$ cat src/design/rrvg_queue.sv
// Small register queue that carries prepared rectangle jobs from the front end to the back end.
// Depends on nothing but its parameters.
module rrvg_queue #(
    parameter int WIDTH = 8,
    parameter int DEPTH = 2
) (
    input  logic             i_clk,
    input  logic             i_rst_n,
    input  logic             i_push_valid,
    output logic             o_push_ready,
    input  logic [WIDTH-1:0] i_push_data,
    output logic             o_pop_valid,
    input  logic             i_pop_ready,
    output logic [WIDTH-1:0] o_pop_data
);
    localparam int IW = (DEPTH > 1) ? $clog2(DEPTH) : 1;
    localparam int CW = $clog2(DEPTH + 1);

    logic [WIDTH-1:0] r_mem [DEPTH];
    logic [IW-1:0]    r_wr;
    logic [IW-1:0]    r_rd;
    logic [CW-1:0]    r_count;
    logic             push;
    logic             pop;

    assign o_push_ready = (r_count != CW'(DEPTH));
    assign o_pop_valid  = (r_count != '0);
    assign o_pop_data   = r_mem[r_rd];
    assign push         = i_push_valid && o_push_ready;
    assign pop          = o_pop_valid && i_pop_ready;

    always_ff @(posedge i_clk) begin
        if (!i_rst_n) begin
            r_wr    <= '0;
            r_rd    <= '0;
            r_count <= '0;
        end else begin
            if (push) begin
                r_wr <= (r_wr == IW'(DEPTH - 1)) ? '0 : r_wr + 1'b1;
            end
            if (pop) begin
                r_rd <= (r_rd == IW'(DEPTH - 1)) ? '0 : r_rd + 1'b1;
            end
            if (push && !pop) begin
                r_count <= r_count + 1'b1;
            end else if (pop && !push) begin
                r_count <= r_count - 1'b1;
            end
        end
    end

    always_ff @(posedge i_clk) begin
        if (push) begin
            r_mem[r_wr] <= i_push_data;
        end
    end

endmodule

$ cat config.mk
export PLATFORM = sky130hd
export DESIGN_NAME = rrvg_queue
export DESIGN_NICKNAME = d
export VERILOG_FILES = /design/src/design/rrvg_queue.sv
export SDC_FILE = /design/constraint.sdc
export NUM_CORES = 1
export LEC_CHECK = 0
export BUFFER_PORTS_ARGS = -buffer_cell sky130_fd_sc_hd__buf_2
export CELL_PAD_IN_SITES_DETAIL_PLACEMENT = 1
export CELL_PAD_IN_SITES_GLOBAL_PLACEMENT = 1
export CORE_UTILIZATION = 25
export CTS_BUF_LIST = sky130_fd_sc_hd__clkbuf_2 sky130_fd_sc_hd__clkbuf_4 sky130_fd_sc_hd__clkbuf_8
export CTS_CLUSTER_DIAMETER = 80
export DETAILED_ROUTE_END_ITERATION = 7
export PLACE_DENSITY_LB_ADDON = 0.1
export SLEW_MARGIN = 40
export SYNTH_ARGS = -nofsm -noshare
export SYNTH_HDL_FRONTEND = slang
export SYNTH_SLANG_ARGS = --single-unit
$ cat constraint.sdc
create_clock -name i_clk -period 1.8 [get_ports i_clk]
set_input_delay 0.36 -clock i_clk [delete_from_list [all_inputs] [get_ports i_clk]]
set_output_delay 0.36 -clock i_clk [all_outputs]
set_load 0.01 [all_outputs]
After elaboration in Yosys (flattened, before gate mapping)
Memory sizes are Yosys's and may differ from the RTL's. A register that Yosys moved wholly into a read port is not among the register bits.
Cells that the tools add are included.
{"block": "totals", "register_bits": 4, "mem_bits_rw": 16, "in_bits": 12, "output_inout_bits": 10, "elab_cells": 25, "n_memories": 1}
{"block": "classes", "addsub": 4, "n_eq_ne": 1, "mux": 8, "n_reduce_logical": 8}
{"memory": "r_mem", "depth": 2, "word_bits": 8, "rd": 1, "rd_ports_with_merged_regs": 1, "wr": 1, "line": "19", "text": "logic [WIDTH-1:0] r_mem [DEPTH];"}
{"operator": "2-to-1 mux 1 bit", "count": 6}
{"operator": "logical AND 1 bit", "count": 4}
{"operator": "2-to-1 mux 2 bit", "count": 2}
{"operator": "nonzero test 2 bit", "count": 2}
{"operator": "adder 1 bit, second input constant", "count": 2}
{"operator": "adder 2 x 1 -> 2 bit, second input constant", "count": 1}
{"operator": "zero test 1 bit", "count": 2}
{"operator": "inequality test 2 bit, second input constant", "count": 1}
{"operator": "subtractor 2 x 1 -> 2 bit, second input constant", "count": 1}

Longest topological paths before layout
Gate-level depths: netlist (run 1).
{"block": "logic_depth", "word_depth": 6, "ltp_mapped": 6, "mapped_depth_nobuf": 6}

Least setup slack after synthesis (run 1)
No wires, ideal clock.
{"block": "synth_path", "path_kind": "reg-to-reg", "from": "reg r_count[0]", "to": "reg r_count[1]", "setup_ps": 70, "arrival_time_ps": 1429, "t_required_ps": 1730, "slack_ps": 301, "path_stages_with_launch": 6, "n_path_buf": 0, "synth_period_minus_slack_ps": 1499, "path_cell_list": "dfxtp_1 -> nand2b_4 -> and2_1 -> ha_1 -> or3_1 -> a21oi_1"}
{"block": "synth_via", "elab_chain_len": 5}
{"item": "start: declaration", "line": "22", "text": "logic [CW-1:0] r_count;"}
{"item": "start signal: assignment", "line": "45", "text": "r_count <= r_count + 1'b1;"}
{"item": "start signal: assignment", "line": "47", "text": "r_count <= r_count - 1'b1;"}
{"item": "inequality test 2 bit *", "line": "26", "text": "assign o_push_ready = (r_count != CW'(DEPTH));"}
{"item": "named net o_push_ready", "line": "10", "text": "output logic o_push_ready,"}
{"item": "logical AND 1 bit *", "line": "29", "text": "assign push = i_push_valid && o_push_ready;"}
{"item": "zero test 1 bit", "line": "46", "text": "end else if (pop && !push) begin"}
{"item": "logical AND 1 bit", "line": "46"}
{"item": "nonzero test 2 bit (no source line)"}
The timed path passes the listed nets; every way through them passes the cells marked *. The select of a mux whose other input is x is not followed.
A chain may end at the register's enable or synchronous reset.

==> impl_metrics.py, run 1 <==
metrics = {
    "outcome": {
        "status": "complete, no violations",
    },
    "placed_design": {
        "port_buffers": 21,
        "dp_cells": 114,
        "gp_congestion": 0.6498,
        "dp_hpwl_um": 1017,
    },
    "grt": {
        "grt_pass1_wl_um": 2270,
        "antenna_found_initial": 0,
        "grt_max_degree": 13,
        "grt_pass1_vias": 486,
        "grt-ovfl-total": 0,
        "track_usage_pct": 9.581,
    },
    "die": {
        "fp-row-count": 20,
        "die_w_um": 58.91,
        "start_util_pct": 26.52,
        "die_h_um": 58.91,
        "die_area_mm2": 0.003470,
        "core_area_mm2": 0.003053,
        "io_pins": 22,
    },
    "synthesis": {
        "ys_types": 17,
        "yosysWarnings": 0,
        "synth_area_um2": 809.5,
        "avgSynthCellArea_um2": 16.19,
        "ys_seq_area_share_pct": 71.72,
        "synth-seq-cells": 21,
        "syn_inst": 50,
        "synth_nets": 63,
    },
    "pwr": {
        "clock_power_share_pct": 17.2,
        "pwr-share-comb_pct": 30.0,
        "pwr_density_cell_mw_per_mm2": 1307,
        "p_switching_uw": 396.2,
        "intPower_uw": 901.9,
        "p_leak_uw": 0.0003903,
        "p_sw_share_pct": 30.52,
        "pwr-share-seq_pct": 52.7,
        "peakVddDrop_v": 0.0003521,
        "finalPower_uw": 1298,
    },
    "drt": {
        "routed_wirelength_um": 1408,
        "drt_iter0_drc": 13,
        "via_count": 486,
        "drc": 0,
        "ant_nets": 0,
        "wire_per_inst_um": 11.93,
        "dr.pass1.iters": 2,
        "via_per_inst": 4.119,
    },
    "finish": {
        "stdcell_count": 118,
        "diodes": 0,
        "drive_gt1_share_pct": 50.00,
        "final_core_util_pct": 32.54,
        "nets": 88,
        "areaGrowthSynthToFinish_pct": 22.72,
    },
    "worst_setup_path": {
        "worstRegToRegCells": 5,
        "worst_setup_path_start_kind": "register",
        "rr_startpoint": "r_count[0]$_SDFFE_PN0P_",
        "reg2reg_setup_slack_ps": 220,
        "worstPathRequired_ps": 1440,
        "path_class": "register to output pin",
        "crit_path_end_kind": "output pin",
        "r2r-end": "r_count[1]$_SDFFE_PN0P_",
        "crit_arrival_ps": 1280,
        "crit_fanout": 8,
        "cp_cell_sequence": "mux2_2 -> buf_2",
        "cpMaxStageDelayCell": "dfxtp_2",
        "cp_slowest_stage_delay_ps": 470,
    },
    "sta": {
        "finalClockSkew_ps": 2.877,
        "relSlewSlack_pct": 68.65,
        "setup_viol": 0,
        "rsz0062_at_grt": "no",
        "period_share_pct": 90.96,
        "finalHoldViolCount": 0,
        "drv_slew": 0,
        "fmax_mhz": 610.8,
        "fin_tns_setup_ps": 0,
        "tightest_slew_ps": 470.3,
        "min_period_ps": 1637,
    },
    "clock_tree": {
        "ctsLongestPathBuffers": 2,
        "clkLatencyLatePin_ps": 300,
        "cts_sinks": 21,
        "clkSlewWorstSetupHoldPaths_ps": 120,
        "numCtsBuffers": 3,
        "cts_max_level": 1,
        "tritoncts": "built",
        "cts-root-buf": "clkbuf_4",
    },
    "run": {
        "cap_violations": 0,
    },
    "worst_hold_path": {
        "hold_path_class": "input pin to register",
        "holdPathStages": 1,
        "min_to": "r_mem[1][7]$_DFFE_PP_",
        "hold_start": "i_push_data[7]",
    },
}
worst max-delay path: cells and delay by family (launching register included):
family	cells	cell delay [ps]
mux	1	370
flops	1	470
buf+inv	1	140
area by class of cell:
type	count	area [um^2]
Inverter	2	7.507
Tap cell	44	55.05
Multi-Input combinational cell	26	216.5
Sequential cell	21	581.8
Clock inverter	1	5.005
Timing Repair Buffer	21	105.1
Clock buffer	3	22.52
Fill cell	353	2059
per-layer routing:
metal	GRT usage [%]	share of wire, %	vias to the layer above
li1	-	-	230
met1	11.22	47	242
met2	15.10	47	12
met3	3.077	4.7	2
met4	6.122	0.57	0
met5	0	0	-
how the worst max path moves through the flow:
stage / startpoint / endpoint / slack (ps)
after floorplan: r_count[0]$_SDFFE_PN0P_ / r_count[1]$_SDFFE_PN0P_ / 300
after global placement: r_count[0]$_SDFFE_PN0P_ / r_count[1]$_SDFFE_PN0P_ / 260
after global routing: r_count[1]$_SDFFE_PN0P_ / r_count[1]$_SDFFE_PN0P_ / 70
final: register / o_pop_data[3] / 160
after detailed placement: r_count[0]$_SDFFE_PN0P_ / r_count[1]$_SDFFE_PN0P_ / 240
after CTS: register / o_pop_data[3] / 120
cell usage in the layout (no fill, tap or decap):
cell type	instances
buf_2	21
edfxtp_1	16
mux2_2	8
dfxtp_1	4
xor2_1	3
nor2_1	3
clkbuf_4	3
inv_1	2
o21ai_0	2
a21oi_1	2
or2_2	1
nand2b_4	1
and2_1	1
and3_1	1
nand3b_1	1
a21bo_2	1
or3_1	1
ha_1	1
dfxtp_2	1
clkinv_2	1
what timing repair did:
action	in CTS	in global routing
endpoints found under the hold margin	0	0
hold buffers	0	0
setup buffers	0	0
gates resized for setup	1	0
setup endpoints to repair	5	0
power groups by stage:
stage / registers (uW) / clock network (uW) / logic [uW]
after detailed placement: 696 / 0 / 396
after global placement: 694 / 0 / 397
after CTS: 688 / 239 / 399
after floorplan: 658 / 0 / 295
final: 684 / 224 / 390
after global routing: 698 / 265 / 437
through the flow:
stage	worst slack, ps	instance area (um^2)	hold slack, ps
after CTS	122.0	993.5	228.4
final	162.8	993.5	243.9
after floorplan	301.0	809.5	458.9
after global routing	73.90	993.5	216.5
after detailed placement	237.0	964.7	496.3
after global placement	263.5	964.7	503.6
logic make-up (layout without fill, tap and decap cells):
logic type	after synthesis	after routing	share of synthesized area, %
and+or+nand+nor	9	9	7.112
AOI/OAI and AO/OA	5	5	3.710
muxes	8	8	11.13
adders and majority gates	1	1	1.545
DFF	21	21	71.72
xor gates and xnor gates	3	3	3.246
buffers and inverters	3	27	1.545
state kept, by name, indices dropped and copies added (netlist names), named ones only:
register / flops
r_count: 2
r_mem: 16
r_rd: 1
r_wr: 1
Yosys cell counts, drive strengths merged:
master | count | area share [%]
buf | 1 | 0.62
and3 | 1 | 0.77
xor2 | 3 | 3.2
nor2 | 3 | 1.4
a21bo | 1 | 1.2
nand2b | 1 | 1.7
nand3b | 1 | 0.93
edfxtp | 16 | 59
ha | 1 | 1.5
or2 | 1 | 0.77
or3 | 1 | 0.77
and2 | 1 | 0.77
inv | 2 | 0.93
o21ai | 2 | 1.2
dfxtp | 5 | 12
mux2 | 8 | 11
a21oi | 2 | 1.2
No activity file was read; power rests on OpenSTA's default activity.
==> run 2, diff against run 1 <==
Settings changed: ABC_AREA set to 1, CORE_UTILIZATION 25 to 42.
==> impl_metrics.py, run 2 <==
metrics = {
    "worst_setup_path": {
        "worstPathRequired_ps": 1440,
        "r2r-end": "r_count[1]$_SDFFE_PN0P_",
        "crit_arrival_ps": 1250,
        "worst_setup_path_start_kind": "register",
        "rr_startpoint": "r_count[1]$_SDFFE_PN0P_",
        "crit_path_end_kind": "output pin",
        "worstRegToRegCells": 8,
        "reg2reg_setup_slack_ps": 400,
        "crit_fanout": 8,
        "path_class": "register to output pin",
    },
    "placed_design": {
        "port_buffers": 21,
        "dp_hpwl_um": 1074,
        "gp_congestion": 0.6624,
    },
    "worst_hold_path": {
        "hold_path_class": "input pin to register",
        "hold_start": "i_push_data[6]",
        "holdPathStages": 1,
        "min_to": "r_mem[1][6]$_DFFE_PP_",
    },
    "synthesis": {
        "synth-seq-cells": 21,
        "ys_types": 18,
        "synth_top_cells_by_area": "edfxtp_1 57%, dfxtp_1 12%, mux2_2 11%",
        "synth_most_common_cell": "edfxtp_1",
        "synth_area_um2": 835.8,
        "syn_inst": 62,
        "async_flop_share_pct": 0,
        "yosysWarnings": 0,
        "synth_nets": 75,
        "synth_top_area_share_pct": 57.49,
        "synth_largest_area_cell": "edfxtp_1",
        "ys_seq_area_share_pct": 69.46,
        "synth-edff-count": 16,
        "synth_flop_cell": "edfxtp_1",
        "yosys-top-cells-count": "16 x edfxtp_1, 8 x mux2_2, 8 x nor2_1",
        "avgSynthCellArea_um2": 13.48,
    },
    "sta": {
        "tightest_slew_ps": 224.1,
        "min_period_ps": 1605,
        "rsz0062_at_grt": "no",
        "fin_tns_setup_ps": 0,
        "finalHoldViolCount": 0,
        "period_share_pct": 89.18,
        "finalClockSkew_ps": 6.616,
        "setup_viol": 0,
        "fmax_mhz": 622.9,
        "drv_slew": 0,
        "relSlewSlack_pct": 85.04,
    },
    "drt": {
        "dr.pass1.iters": 2,
        "via_count": 526,
        "routed_wirelength_um": 1380,
        "ant_nets": 0,
        "via_per_inst": 4.655,
        "drc": 0,
        "wire_per_inst_um": 12.21,
        "drt_iter0_drc": 4,
    },
    "outcome": {
        "status": "complete, no violations",
    },
    "clock_tree": {
        "cts_resized": 0,
        "cts-root-buf": "clkbuf_4",
        "clkLatencyLatePin_ps": 300,
        "numCtsBuffers": 3,
        "cts_sinks": 21,
        "ctsLongestPathBuffers": 2,
        "tritoncts": "built",
        "cts_max_level": 1,
        "clkSlewWorstSetupHoldPaths_ps": 110,
        "cts_hold_buf": 0,
        "post-cts-setup-buffer-count": 0,
    },
    "pwr": {
        "pwr_density_cell_mw_per_mm2": 1317,
        "pwr-share-comb_pct": 32.3,
        "peakVddDrop_v": 0.0005678,
        "clock_power_share_pct": 16.3,
        "intPower_uw": 898.3,
        "p_switching_uw": 433.0,
        "p_leak_uw": 0.0004234,
        "pwr-share-seq_pct": 51.4,
        "p_sw_share_pct": 32.52,
    },
    "finish": {
        "largest-register": "r_mem",
        "layout_commonest_cell": "buf_2",
        "nets": 102,
        "drive_gt1_share_pct": 47.73,
        "largest_reg_flops": 16,
        "reg_top3": "r_mem (16), r_count (2)",
        "final_core_util_pct": 56.11,
        "final_cell_mix": "21 x buf_2, 16 x edfxtp_1, 8 x mux2_2, 8 x nor2_1",
        "areaGrowthSynthToFinish_pct": 20.96,
        "diodes": 0,
    },
    "die": {
        "die_h_um": 46.61,
        "start_util_pct": 46.39,
        "die_w_um": 46.61,
        "die_area_mm2": 0.002172,
        "fp-row-count": 15,
        "io_pins": 22,
        "core_area_mm2": 0.001802,
    },
    "grt": {
        "grt_max_degree": 13,
        "grt_pass1_vias": 486,
        "track_usage_pct": 15.33,
        "grt-ovfl-total": 0,
        "antenna_found_initial": 0,
        "grt_pass1_wl_um": 2139,
    },
    "run": {
        "cap_violations": 0,
    },
}
[run 2: cell count changes after synthesis, moves of 2 or more]
cell,change
nand2_4,+2
nand2_1,+6
nor2_1,+5
xor2_1,-3
inv_1,+4
[run 2: worst max path at each step]
stage / to / slack, ps / cells after the start / start
4_1_cts: o_pop_data[4] / 40 / 2 / register
6_report: o_pop_data[4] / 190 / 2 / register
3_3_place_gp: o_pop_data[0] / 390 / 2 / register
3_5_place_dp: o_pop_data[4] / 390 / 2 / register
5_1_grt: o_pop_data[4] / 130 / 2 / register
2_1_floorplan: r_mem[1][0]$_DFFE_PP_ / 480 / 4 / r_count[0]$_SDFFE_PN0P_
[run 2: power groups by stage]
stage | sequential (uW) | combinational (uW) | clock [uW]
finish | 685 | 430 | 217
global route | 699 | 491 | 240
CTS | 684 | 440 | 229
detailed placement | 696 | 438 | 0
global placement | 692 | 420 | 0
floorplan | 665 | 312 | 0
[run 2: through the flow]
step	area [um^2]	std cells	setup slack [ps]	hold slack, ps	power [uW]
final	1011	113	194.7	243.1	1331
after global routing	1011	113	129.8	224.6	1430
after CTS	1010	113	44.40	230.4	1353
after detailed placement	982.2	109	391.5	494.5	1134
after global placement	982.2	109	388.2	477.5	1112
after floorplan	835.8	62	480.8	458.9	977.0
[run 2: layout make-up]
| cell class | instances | area (um^2) |
|---|---|---|
| Tap cell | 25 | 31.28 |
| Clock inverter | 1 | 5.005 |
| Inverter | 8 | 31.28 |
| Timing Repair Buffer | 23 | 120.1 |
| Sequential cell | 21 | 581.8 |
| Clock buffer | 3 | 22.52 |
| Multi-Input combinational cell | 32 | 219.0 |
| Fill cell | 217 | 790.8 |
[run 2: critical path: stages, from the launching register on]
cell,delay [ps]
dfxtp_2,450
mux2_2,360
buf_2,140
[run 2: kinds of logic after synthesis]
group / share of synthesized area [%]
buffers and inverters: 4.340
adder cells (fa/ha/maj): 1.497
flip-flops: 69.46
AND/OR/NAND/NOR: 11.08
multiplexers: 10.78
AO/OA/AOI/OAI: 2.843
[run 2: routing by layer]
metal / vias to the layer above / global-route usage, % / part of all wire [%]
met5: - / 0 / 0
met4: 0 / 8.571 / 0.72
met3: 2 / 4.706 / 5.3
met2: 15 / 24.17 / 52
met1: 247 / 18.45 / 42
li1: 262 / - / -
