[config.mk]
export PLATFORM = sky130hd
export DESIGN_NAME = rrvg_back
export DESIGN_NICKNAME = d
export VERILOG_FILES = /design/src/design/rrvg_pkg.sv /design/src/design/rrvg_back.sv
export SDC_FILE = /design/constraint.sdc
export NUM_CORES = 2
export LEC_CHECK = 0
export BUFFER_PORTS_ARGS = -buffer_cell sky130_fd_sc_hd__buf_2
export CORE_ASPECT_RATIO = 2
export CORE_MARGIN = 1.5
export CORE_UTILIZATION = 65
export DETAILED_ROUTE_END_ITERATION = 10
export GPL_TIMING_DRIVEN = 1
export PLACE_DENSITY = 0.83
export SETUP_SLACK_MARGIN = 0.02
export SYNTH_ARGS = -nofsm -noshare
export SYNTH_HDL_FRONTEND = slang
export SYNTH_SLANG_ARGS = --single-unit
export TNS_END_PERCENT = 100
[constraint.sdc]
create_clock -name i_clk -period 20.7 [get_ports i_clk]
set_clock_uncertainty 0.15 [all_clocks]
set_input_delay 1.035 -clock i_clk [delete_from_list [all_inputs] [get_ports i_clk]]
set_output_delay 1.035 -clock i_clk [all_outputs]
set_load 0.05 [all_outputs]
[src/design/rrvg_pkg.sv]
// Shared types, constants and the direction table of the rounded rectangle vertex generator.
// Used by the front end, the back end, the top level and the port checker.
package rrvg_pkg;

    localparam int MAX_SEGMENTS = 7;
    localparam int COORD_W      = 24;
    localparam int CTR_W        = 26;
    localparam int RAD_W        = 24;
    localparam int DIR_W        = 15;
    localparam int DIR_SHIFT    = 14;
    localparam int NUM_W        = 6;

    localparam logic [2:0] SQUARE_B = 3'd3;

    // Reciprocal of ten for the square-corner radius: q = (x * K) >> S.
    localparam int           DIV10_SHIFT = 28;
    localparam logic [24:0]  DIV10_K     = 25'd26843546;

    localparam logic [1:0] RING_CENTRE = 2'd0;
    localparam logic [1:0] RING_INNER  = 2'd1;
    localparam logic [1:0] RING_BORDER = 2'd2;

    localparam logic signed [26:0] COORD_MAX = 27'sd8388607;
    localparam logic signed [26:0] COORD_MIN = -27'sd8388608;

    // Row 0 is the rounded three-point set, rows 2..7 hold cos(k*pi/(2(B-1))) in Q1.14.
    localparam logic [DIR_W-1:0] DIR_TABLE [0:7][0:6] = '{
        '{15'd16384, 15'd16384, 15'd0,     15'd0,     15'd0,    15'd0,    15'd0},
        '{15'd0,     15'd0,     15'd0,     15'd0,     15'd0,    15'd0,    15'd0},
        '{15'd16384, 15'd0,     15'd0,     15'd0,     15'd0,    15'd0,    15'd0},
        '{15'd16384, 15'd11585, 15'd0,     15'd0,     15'd0,    15'd0,    15'd0},
        '{15'd16384, 15'd14189, 15'd8192,  15'd0,     15'd0,    15'd0,    15'd0},
        '{15'd16384, 15'd15137, 15'd11585, 15'd6270,  15'd0,    15'd0,    15'd0},
        '{15'd16384, 15'd15582, 15'd13255, 15'd9630,  15'd5063, 15'd0,    15'd0},
        '{15'd16384, 15'd15826, 15'd14189, 15'd11585, 15'd8192, 15'd4240, 15'd0}
    };

    typedef struct packed {
        logic signed [CTR_W-1:0] cx_lo;
        logic signed [CTR_W-1:0] cx_hi;
        logic signed [CTR_W-1:0] cy_lo;
        logic signed [CTR_W-1:0] cy_hi;
        logic [RAD_W-1:0]        rad_inner;
        logic [RAD_W-1:0]        rad_border;
        logic                    border_neg;
        logic                    border_on;
        logic                    square;
        logic [2:0]              seg_b;
    } t_job;

    function automatic logic [DIR_W-1:0] dir_value(input logic [2:0] row, input logic [2:0] idx);
        logic [DIR_W-1:0] v;
        v = '0;
        if (idx != 3'd7) begin
            v = DIR_TABLE[row][idx];
        end
        return v;
    endfunction

endpackage

[src/design/rrvg_back.sv]
// Back end: steps through the vertices of one job and scales the directions by the radius.
// Depends on rrvg_pkg for the job type, direction table and ring codes.
module rrvg_back (
    input  logic                 i_clk,
    input  logic                 i_rst_n,
    input  logic                 i_job_valid,
    output logic                 o_job_ready,
    input  rrvg_pkg::t_job       i_job,
    output logic                 o_valid,
    input  logic                 i_ready,
    output logic signed [23:0]   o_x,
    output logic signed [23:0]   o_y,
    output logic [5:0]           o_num,
    output logic [1:0]           o_kind,
    output logic                 o_last
);
    rrvg_pkg::t_job     r_job;
    logic               r_active;
    logic [1:0]         r_corner;
    logic [1:0]         r_phase;
    logic [2:0]         r_k;
    logic [5:0]         r_num;

    logic               r1_valid;
    logic [38:0]        r1_px;
    logic [38:0]        r1_py;
    logic               r1_negx;
    logic               r1_negy;
    logic signed [25:0] r1_cx;
    logic signed [25:0] r1_cy;
    logic [5:0]         r1_num;
    logic [1:0]         r1_kind;
    logic               r1_last;

    logic               r_o_valid;
    logic signed [23:0] r_o_x;
    logic signed [23:0] r_o_y;
    logic [5:0]         r_o_num;
    logic [1:0]         r_o_kind;
    logic               r_o_last;

    logic               en;
    logic               issue;
    logic               arc_end;
    logic               last;
    logic [2:0]         row;
    logic [14:0]        cs;
    logic [14:0]        sn;
    logic [14:0]        magx;
    logic [14:0]        magy;
    logic [23:0]        rad;
    logic               radneg;
    logic signed [25:0] cx;
    logic signed [25:0] cy;
    logic [38:0]        sumx;
    logic [38:0]        sumy;
    logic signed [26:0] offx;
    logic signed [26:0] offy;
    logic signed [26:0] sx;
    logic signed [26:0] sy;

    assign en          = !r_o_valid || i_ready;
    assign issue       = r_active && en;
    assign o_job_ready = !r_active;

    assign arc_end = (r_phase != rrvg_pkg::RING_CENTRE) && (r_k == r_job.seg_b - 3'd1);
    assign last    = (r_corner == 2'd3) && arc_end
                     && ((r_phase == rrvg_pkg::RING_BORDER) || !r_job.border_on);

    always_comb begin
        row = r_job.square ? 3'd0 : r_job.seg_b;
        cs  = rrvg_pkg::dir_value(row, r_k);
        sn  = rrvg_pkg::dir_value(row, r_job.seg_b - 3'd1 - r_k);
        if (r_phase == rrvg_pkg::RING_CENTRE) begin
            magx = '0;
            magy = '0;
        end else if (r_corner[0] == 1'b0) begin
            magx = cs;
            magy = sn;
        end else begin
            magx = sn;
            magy = cs;
        end
        rad    = (r_phase == rrvg_pkg::RING_BORDER) ? r_job.rad_border : r_job.rad_inner;
        radneg = (r_phase == rrvg_pkg::RING_BORDER) && r_job.border_neg;
        cx     = (r_corner == 2'd1 || r_corner == 2'd2) ? r_job.cx_hi : r_job.cx_lo;
        cy     = r_corner[1] ? r_job.cy_hi : r_job.cy_lo;
    end

    always_ff @(posedge i_clk) begin
        if (!i_rst_n) begin
            r_active <= 1'b0;
        end else if (!r_active) begin
            r_active <= i_job_valid;
        end else if (issue && last) begin
            r_active <= 1'b0;
        end
    end

    always_ff @(posedge i_clk) begin
        if (!r_active) begin
            r_job    <= i_job;
            r_corner <= '0;
            r_phase  <= rrvg_pkg::RING_CENTRE;
            r_k      <= '0;
            r_num    <= '0;
        end else if (issue) begin
            r_num <= r_num + 1'b1;
            if (r_phase == rrvg_pkg::RING_CENTRE) begin
                r_phase <= rrvg_pkg::RING_INNER;
                r_k     <= '0;
            end else if (arc_end) begin
                r_k <= '0;
                if (r_phase == rrvg_pkg::RING_INNER && r_job.border_on) begin
                    r_phase <= rrvg_pkg::RING_BORDER;
                end else begin
                    r_phase  <= rrvg_pkg::RING_CENTRE;
                    r_corner <= r_corner + 1'b1;
                end
            end else begin
                r_k <= r_k + 1'b1;
            end
        end
    end

    always_ff @(posedge i_clk) begin
        if (!i_rst_n) begin
            r1_valid  <= 1'b0;
            r_o_valid <= 1'b0;
        end else if (en) begin
            r1_valid  <= issue;
            r_o_valid <= r1_valid;
        end
    end

    always_ff @(posedge i_clk) begin
        if (en) begin
            r1_px   <= magx * rad;
            r1_py   <= magy * rad;
            r1_negx <= (r_corner == 2'd0 || r_corner == 2'd3) ^ radneg;
            r1_negy <= (r_corner == 2'd0 || r_corner == 2'd1) ^ radneg;
            r1_cx   <= cx;
            r1_cy   <= cy;
            r1_num  <= r_num;
            r1_kind <= r_phase;
            r1_last <= last;
        end
    end

    always_comb begin
        sumx = r1_px + 39'd8192;
        sumy = r1_py + 39'd8192;
        offx = signed'({2'b00, sumx[38:rrvg_pkg::DIR_SHIFT]});
        offy = signed'({2'b00, sumy[38:rrvg_pkg::DIR_SHIFT]});
        sx   = r1_negx ? 27'(r1_cx) - offx : 27'(r1_cx) + offx;
        sy   = r1_negy ? 27'(r1_cy) - offy : 27'(r1_cy) + offy;
    end

    always_ff @(posedge i_clk) begin
        if (en) begin
            if (sx > rrvg_pkg::COORD_MAX) begin
                r_o_x <= rrvg_pkg::COORD_MAX[23:0];
            end else if (sx < rrvg_pkg::COORD_MIN) begin
                r_o_x <= rrvg_pkg::COORD_MIN[23:0];
            end else begin
                r_o_x <= sx[23:0];
            end
            if (sy > rrvg_pkg::COORD_MAX) begin
                r_o_y <= rrvg_pkg::COORD_MAX[23:0];
            end else if (sy < rrvg_pkg::COORD_MIN) begin
                r_o_y <= rrvg_pkg::COORD_MIN[23:0];
            end else begin
                r_o_y <= sy[23:0];
            end
            r_o_num  <= r1_num;
            r_o_kind <= r1_kind;
            r_o_last <= r1_last;
        end
    end

    assign o_valid = r_o_valid;
    assign o_x     = r_o_x;
    assign o_y     = r_o_y;
    assign o_num   = r_o_num;
    assign o_kind  = r_o_kind;
    assign o_last  = r_o_last;

endmodule

After elaboration in Yosys (flattened, before gate mapping)
Memory sizes are Yosys's and may differ from the RTL's.
Cells that the tools add are included.
Widths: inputs -> output; s select.
{"block": "totals", "memories": 1, "ff_bits": 372, "mem_bits_ro": 840, "elab_cells": 117}
{"block": "op_classes", "n_mul": 2, "eq_ne": 8, "order_cmp": 7, "n_addsub": 11, "bitwise": 7, "muxes": 29, "n_reduce_logical": 21}
{"name": "(name not given)", "words": 8, "width": 105, "read_ports": 1, "rd_ports_with_merged_regs": 0, "wr": 0, "line": "rrvg_pkg.sv:55", "rtl": "v = DIR_TABLE[row][idx];"}
{"op": "$mux 105", "n": 2}
{"op": "$mux 15", "n": 10}
{"op": "$bmux 15 s3", "n": 2}
{"op": "$add 39x14->39 const B", "n": 2}
{"op": "$mul 15x24->39", "n": 2}
{"op": "$mux 24", "n": 3}
{"op": "$add 26x26->27", "n": 2}
{"op": "$gt 27x24->1 const B", "n": 2}
{"op": "$lt 27x24->1 const B", "n": 2}
{"op": "$mux 27", "n": 2}
{"op": "$sub 26x26->27", "n": 2}
{"op": "$mux 26", "n": 2}
{"op": "$ge 4x4->1 const B", "n": 3}
{"op": "$not 3->4", "n": 3}
{"op": "$mux 3", "n": 3}
{"op": "$logic_and 1x1->1", "n": 7}
{"op": "$add 6x1->6 const B", "n": 1}
{"op": "$eq 2x2->1 const B", "n": 3}
{"op": "$mux 2", "n": 3}
{"op": "$ne 3x3->1 const B", "n": 2}
{"op": "$logic_or 1x1->1", "n": 5}
{"op": "$eq 2x1->1 const B", "n": 2}
{"op": "$logic_not 2->1", "n": 2}
{"op": "$reduce_and 4->1", "n": 1}
{"op": "other kinds (11)", "n": 17}

Depth between registers and ports, before layout
{"block": "logic_depth", "ltp_word": 12, "mapped_depth": 40, "depth_no_buf": 36}

Worst setup path after synthesis
Ideal clock, no wire load.
{"block": "synth_path", "kind": "reg2reg", "start": "reg r_job[0] (netlist bit)", "end": "reg r1_px[35] (data pin)", "path_stages_with_launch": 36, "arrival_ns": 8.858, "setup_time_ns": 0.258, "synth_period_minus_slack_ns": 9.265, "n_path_buf": 4, "slack_ns": 11.435, "t_required_ns": 20.292, "path_cell_list": "edfxtp_1 -> clkbuf_1 -> inv_1 -> ha_1 -> fa_1 -> clkbuf_1 -> clkbuf_1 -> a21oi_1 -> nor3_1 -> a21oi_1 -> o21ai_0 -> a21oi_1 -> nor2_1 -> clkbuf_1 -> nand2_1 -> fa_1 -> fa_1 -> inv_1 -> fa_1 -> fa_1 -> fa_1 -> inv_1 -> fa_1 -> inv_1 -> ha_1 -> nand4_1 -> or4_1 -> nor4_1 -> nor4bb_1 -> a311o_1 -> o21a_1 -> a21oi_1 -> o31ai_1 -> a21o_1 -> a21oi_1 -> xnor2_1"}
{"block": "synth_between", "elab_chain_len": 12}
{"item": "start: declaration", "line": "rrvg_back.sv:17", "rtl": "rrvg_pkg::t_job r_job;"}
{"item": "start signal: assignment", "line": "rrvg_back.sv:102", "rtl": "r_job <= i_job;"}
{"item": "branches (longest 9 deep; another with $sub 3x1->3)"}
{"item": "$mux 15 *", "line": "rrvg_back.sv:77", "rtl": "end else if (r_corner[0] == 1'b0) begin"}
{"item": "$mux 15 *", "line": "rrvg_back.sv:74", "rtl": "if (r_phase == rrvg_pkg::RING_CENTRE) begin"}
{"item": "$mul 15x24->39 *", "line": "rrvg_back.sv:138", "rtl": "r1_px <= magx * rad;"}
{"item": "end signal: assignment", "line": "rrvg_back.sv:138"}
{"item": "end: declaration", "line": "rrvg_back.sv:25", "rtl": "logic [38:0] r1_px;"}
Every way passes the cells marked *. The select of a mux whose other input is x is not followed.
A chain may end at the register's enable or synchronous reset.

Worst setup path after layout
{"block": "layout_path", "start": "reg r_job[1] (netlist bit)", "end": "reg r1_px[35] (data pin)"}
Same word-level chain as after synthesis.

==> flow_summary.yaml <==
setup_path:
  r2r_slack_ns: 10.02
  critPathCaptureType: "register"
  timing.rr.start: "r_job[1]"
  crit_required_ns: 20.89
  critical-path-max-stage-delay_ns: 1.05
  crit_type: "register to register"
  cp.arrival_ns: 10.87
  worstPathMaxFanout: 27
  reg2regPathDepth: 31
  cpMostUsedCell: "fa_1"
  cpMaxStageDelayCell: "fa_1"
  start_kind: "register"
  r2r-end: "r1_px[35]"
clock_network:
  hold_buffers: 0
  cts_resized: 0
  cts_max_level: 1
  cts_root_buf: "clkbuf_16"
  path_clk_slew_ns: 0.07
  cts_made_buffers: 30
  cts_tree: "done"
  insertion_delay_ns: 0.60
  cts_num_sinks: 346
  cts_buffer_depth: 3
  cts_setup_buffers: 0
route:
  antenna_left: 0
  dr.first_iter.drc_count: 2458
  wl_per_cell_um: 22.7
  avgViaCountPerCell: 6.12
  dr.pass1.iters: 6
  drt_wl_total_um: 114000
  drc: 0
  vias: 30800
synth:
  synthAdderAreaFrac_pct: 36.9
  synth.area.top_cells: "fa_1 29%, edfxtp_1 25%, ha_1 8.4%"
  synth_top_area_cell: "fa_1"
  synth-edff-count: 330
  synth_area_per_cell_um2: 9.76
  synth-seq-cells: 346
  async_flop_share_pct: 0
  ys_seq_area_share_pct: 25.6
  synth_mux_area_share_pct: 3.10
  synth_top_area_share_pct: 28.5
  syn_inst: 4094
  synth_flop_cell: "edfxtp_1"
  synthXorXnorAreaFrac_pct: 4.76
  synth.net_count: 5094
  synth.cell_area_um2: 39900
  yosysWarnings: 0
  synth.distinct_cells: 94
  yosys.area_share.simple_pct: 14.0
  synth_top_family_by_area: "adder cells"
  synth_compound_area_share_pct: 7.94
pwr:
  clkPwrFrac_pct: 24.4
  power.density_nw_per_um2: 55.9
  p_int_mw: 1.49
  power.share.sequential_pct: 39.2
  switching_share_pct: 38.1
  p_leak_nw: 19.5
  power_mw: 2.40
  combPwrFrac_pct: 36.4
  switchingPower_mw: 0.915
  irDropWorstVdd_mv: 0.0776
timing:
  fin_crit_sh_pct: 51.6
  tightestPinTransition_ns: 1.13
  maxSlewHeadroom_pct: 24.3
  tns_ns: 0
  drv_slew: 0
  rsz0062_at_grt: "false"
  final-hold-violation-count: 0
  period_needed_ns: 10.68
  setup-violations-final: 0
  fmax_ghz: 0.0936
floorplan:
  pin_count: 221
  start_util_pct: 65.6
  die_h_um: 354
  row_count: 128
  dieArea_um2: 63000
  die_w_um: 178
  core-area_um2: 60900
run_status:
  status: "finished, final reports clean"
min_path:
  min_to: "o_num[0]"
  hold_depth: 0
  min_from: "r1_num[0]"
  hp-class: "register to register"
global_routing:
  grt_first_pass_wirelength_um: 174000
  grt_usage_pct: 37.0
  grt_pass1_vias: 32800
  overflow: 0
  antenna_found_initial: 3
  grt_max_degree: 93
flow_run:
  drv_cap: 0
final_layout:
  fillers: 4562
  layout-drive-gt1-share_pct: 11.1
  final_common_cell: "inv_1"
  nets: 5231
  final_cell_mix: "615 x inv_1, 569 x fa_1, 515 x nand2_1"
  insertedDiodeCount: 0
  syn2layout_area_growth_pct: 7.45
place:
  port_buffers: 220
  place_congestion: 0.995
  dp_hpwl_um: 88400
[how the worst max path moves through the flow]
stage	start	end	slack, ns	cells past startpoint
after global routing	r_job[1]	r1_px[35]	9.45	32
after global placement	r_job[1]	r1_px[35]	10.41	32
final	r_job[1]	r1_px[35]	10.02	31
after floorplan	r_job[0]	r1_px[35]	11.44	35
after detailed placement	r_job[1]	r1_px[35]	10.21	32
after CTS	r_job[1]	r1_px[35]	10.17	32
[layer usage]
| layer | up-vias | global-route usage (%) | wire, µm | part of all wire (%) |
|---|---|---|---|---|
| met3 | 635 | 6.52 | 9750 | 8.5 |
| met1 | 14900 | 38.2 | 36100 | 32 |
| met2 | 1750 | 64.0 | 56000 | 49 |
| met5 | - | 0 | 13 | 0.011 |
| li1 | 13500 | - | - | - |
| met4 | 2 | 31.5 | 12300 | 11 |
[cells by family (layout without fill, tap and decap cells)]
family	Yosys count	after routing
compound gates	502	502
xor+xnor	211	211
fa+ha+maj	838	838
buf+inv	800	961
flops	346	346
mux	114	114
simple gates	1283	1283
[stage by stage]
step / area (µm²) / cells / worst slack (ns) / utilization (%) / hold slack (ns)
global placement: 41900 / 4979 / 10.41 / 68.8 / 0.252
floorplan: 39900 / 4094 / 11.44 / - / 0.250
detailed placement: 41900 / 4979 / 10.21 / 68.8 / 0.261
CTS: 42900 / 5035 / 10.17 / 70.5 / 0.275
finish: 42900 / 5035 / 10.02 / 70.5 / 0.278
global route: 42900 / 5035 / 9.45 / 70.5 / 0.274
[worst max-delay path, delay by kind of cell, from the launching register on]
family,cells,cell delay [ns]
compound gates,7,1.71
xor+xnor,2,0.71
fa+ha+maj,9,4.69
buf+inv,5,0.55
flops,1,0.71
simple gates,8,1.90
[cell usage after synthesis, types with 73 or more instances]
master	number
inv_1	617
fa_1	569
nand2_1	515
nor2_1	437
edfxtp_1	330
ha_1	269
a21oi_1	150
clkbuf_1	147
xnor2_1	122
o21ai_0	86
xor2_1	85
nor3_1	75
nand3_1	74
mux2_2	73
[power groups by stage]
| stage | registers, mW | logic, mW | clock network, mW |
|---|---|---|---|
| 6_report | 0.940 | 0.874 | 0.586 |
| 5_1_grt | 0.952 | 0.940 | 0.619 |
| 4_1_cts | 0.941 | 0.859 | 0.595 |
| 3_5_place_dp | 0.956 | 0.854 | 0 |
| 3_3_place_gp | 0.951 | 0.832 | 0 |
| 2_1_floorplan | 1.11 | 0.467 | 0 |
[final cells by class]
class,instances,area [µm²],share of cell area [%]
flip-flops and latches,346,10200,23.8
inverters,618,2330,5.43
well taps,780,976,2.27
repair buffers,287,1600,3.74
clock inverters,17,204,0.475
multi-input cells,2948,26700,62.3
clock buffers,39,836,1.95
[sequential cells by signal, indices dropped and copies added, names as in the netlist]
| register | cells |
|---|---|
| o_kind | 2 |
| o_last | 1 |
| o_num | 6 |
| o_valid | 1 |
| o_x | 24 |
| o_y | 24 |
| r1_cx | 26 |
| r1_cy | 26 |
| r1_kind | 2 |
| r1_last | 1 |
| r1_negx | 1 |
| r1_negy | 1 |
| r1_num | 6 |
| r1_px | 26 |
| r1_py | 26 |
| r1_valid | 1 |
| r_active | 1 |
| r_corner | 2 |
| r_job | 158 |
| r_k | 3 |
| r_num | 6 |
| r_phase | 2 |
Note: power is estimated with default switching activity, not from simulation.
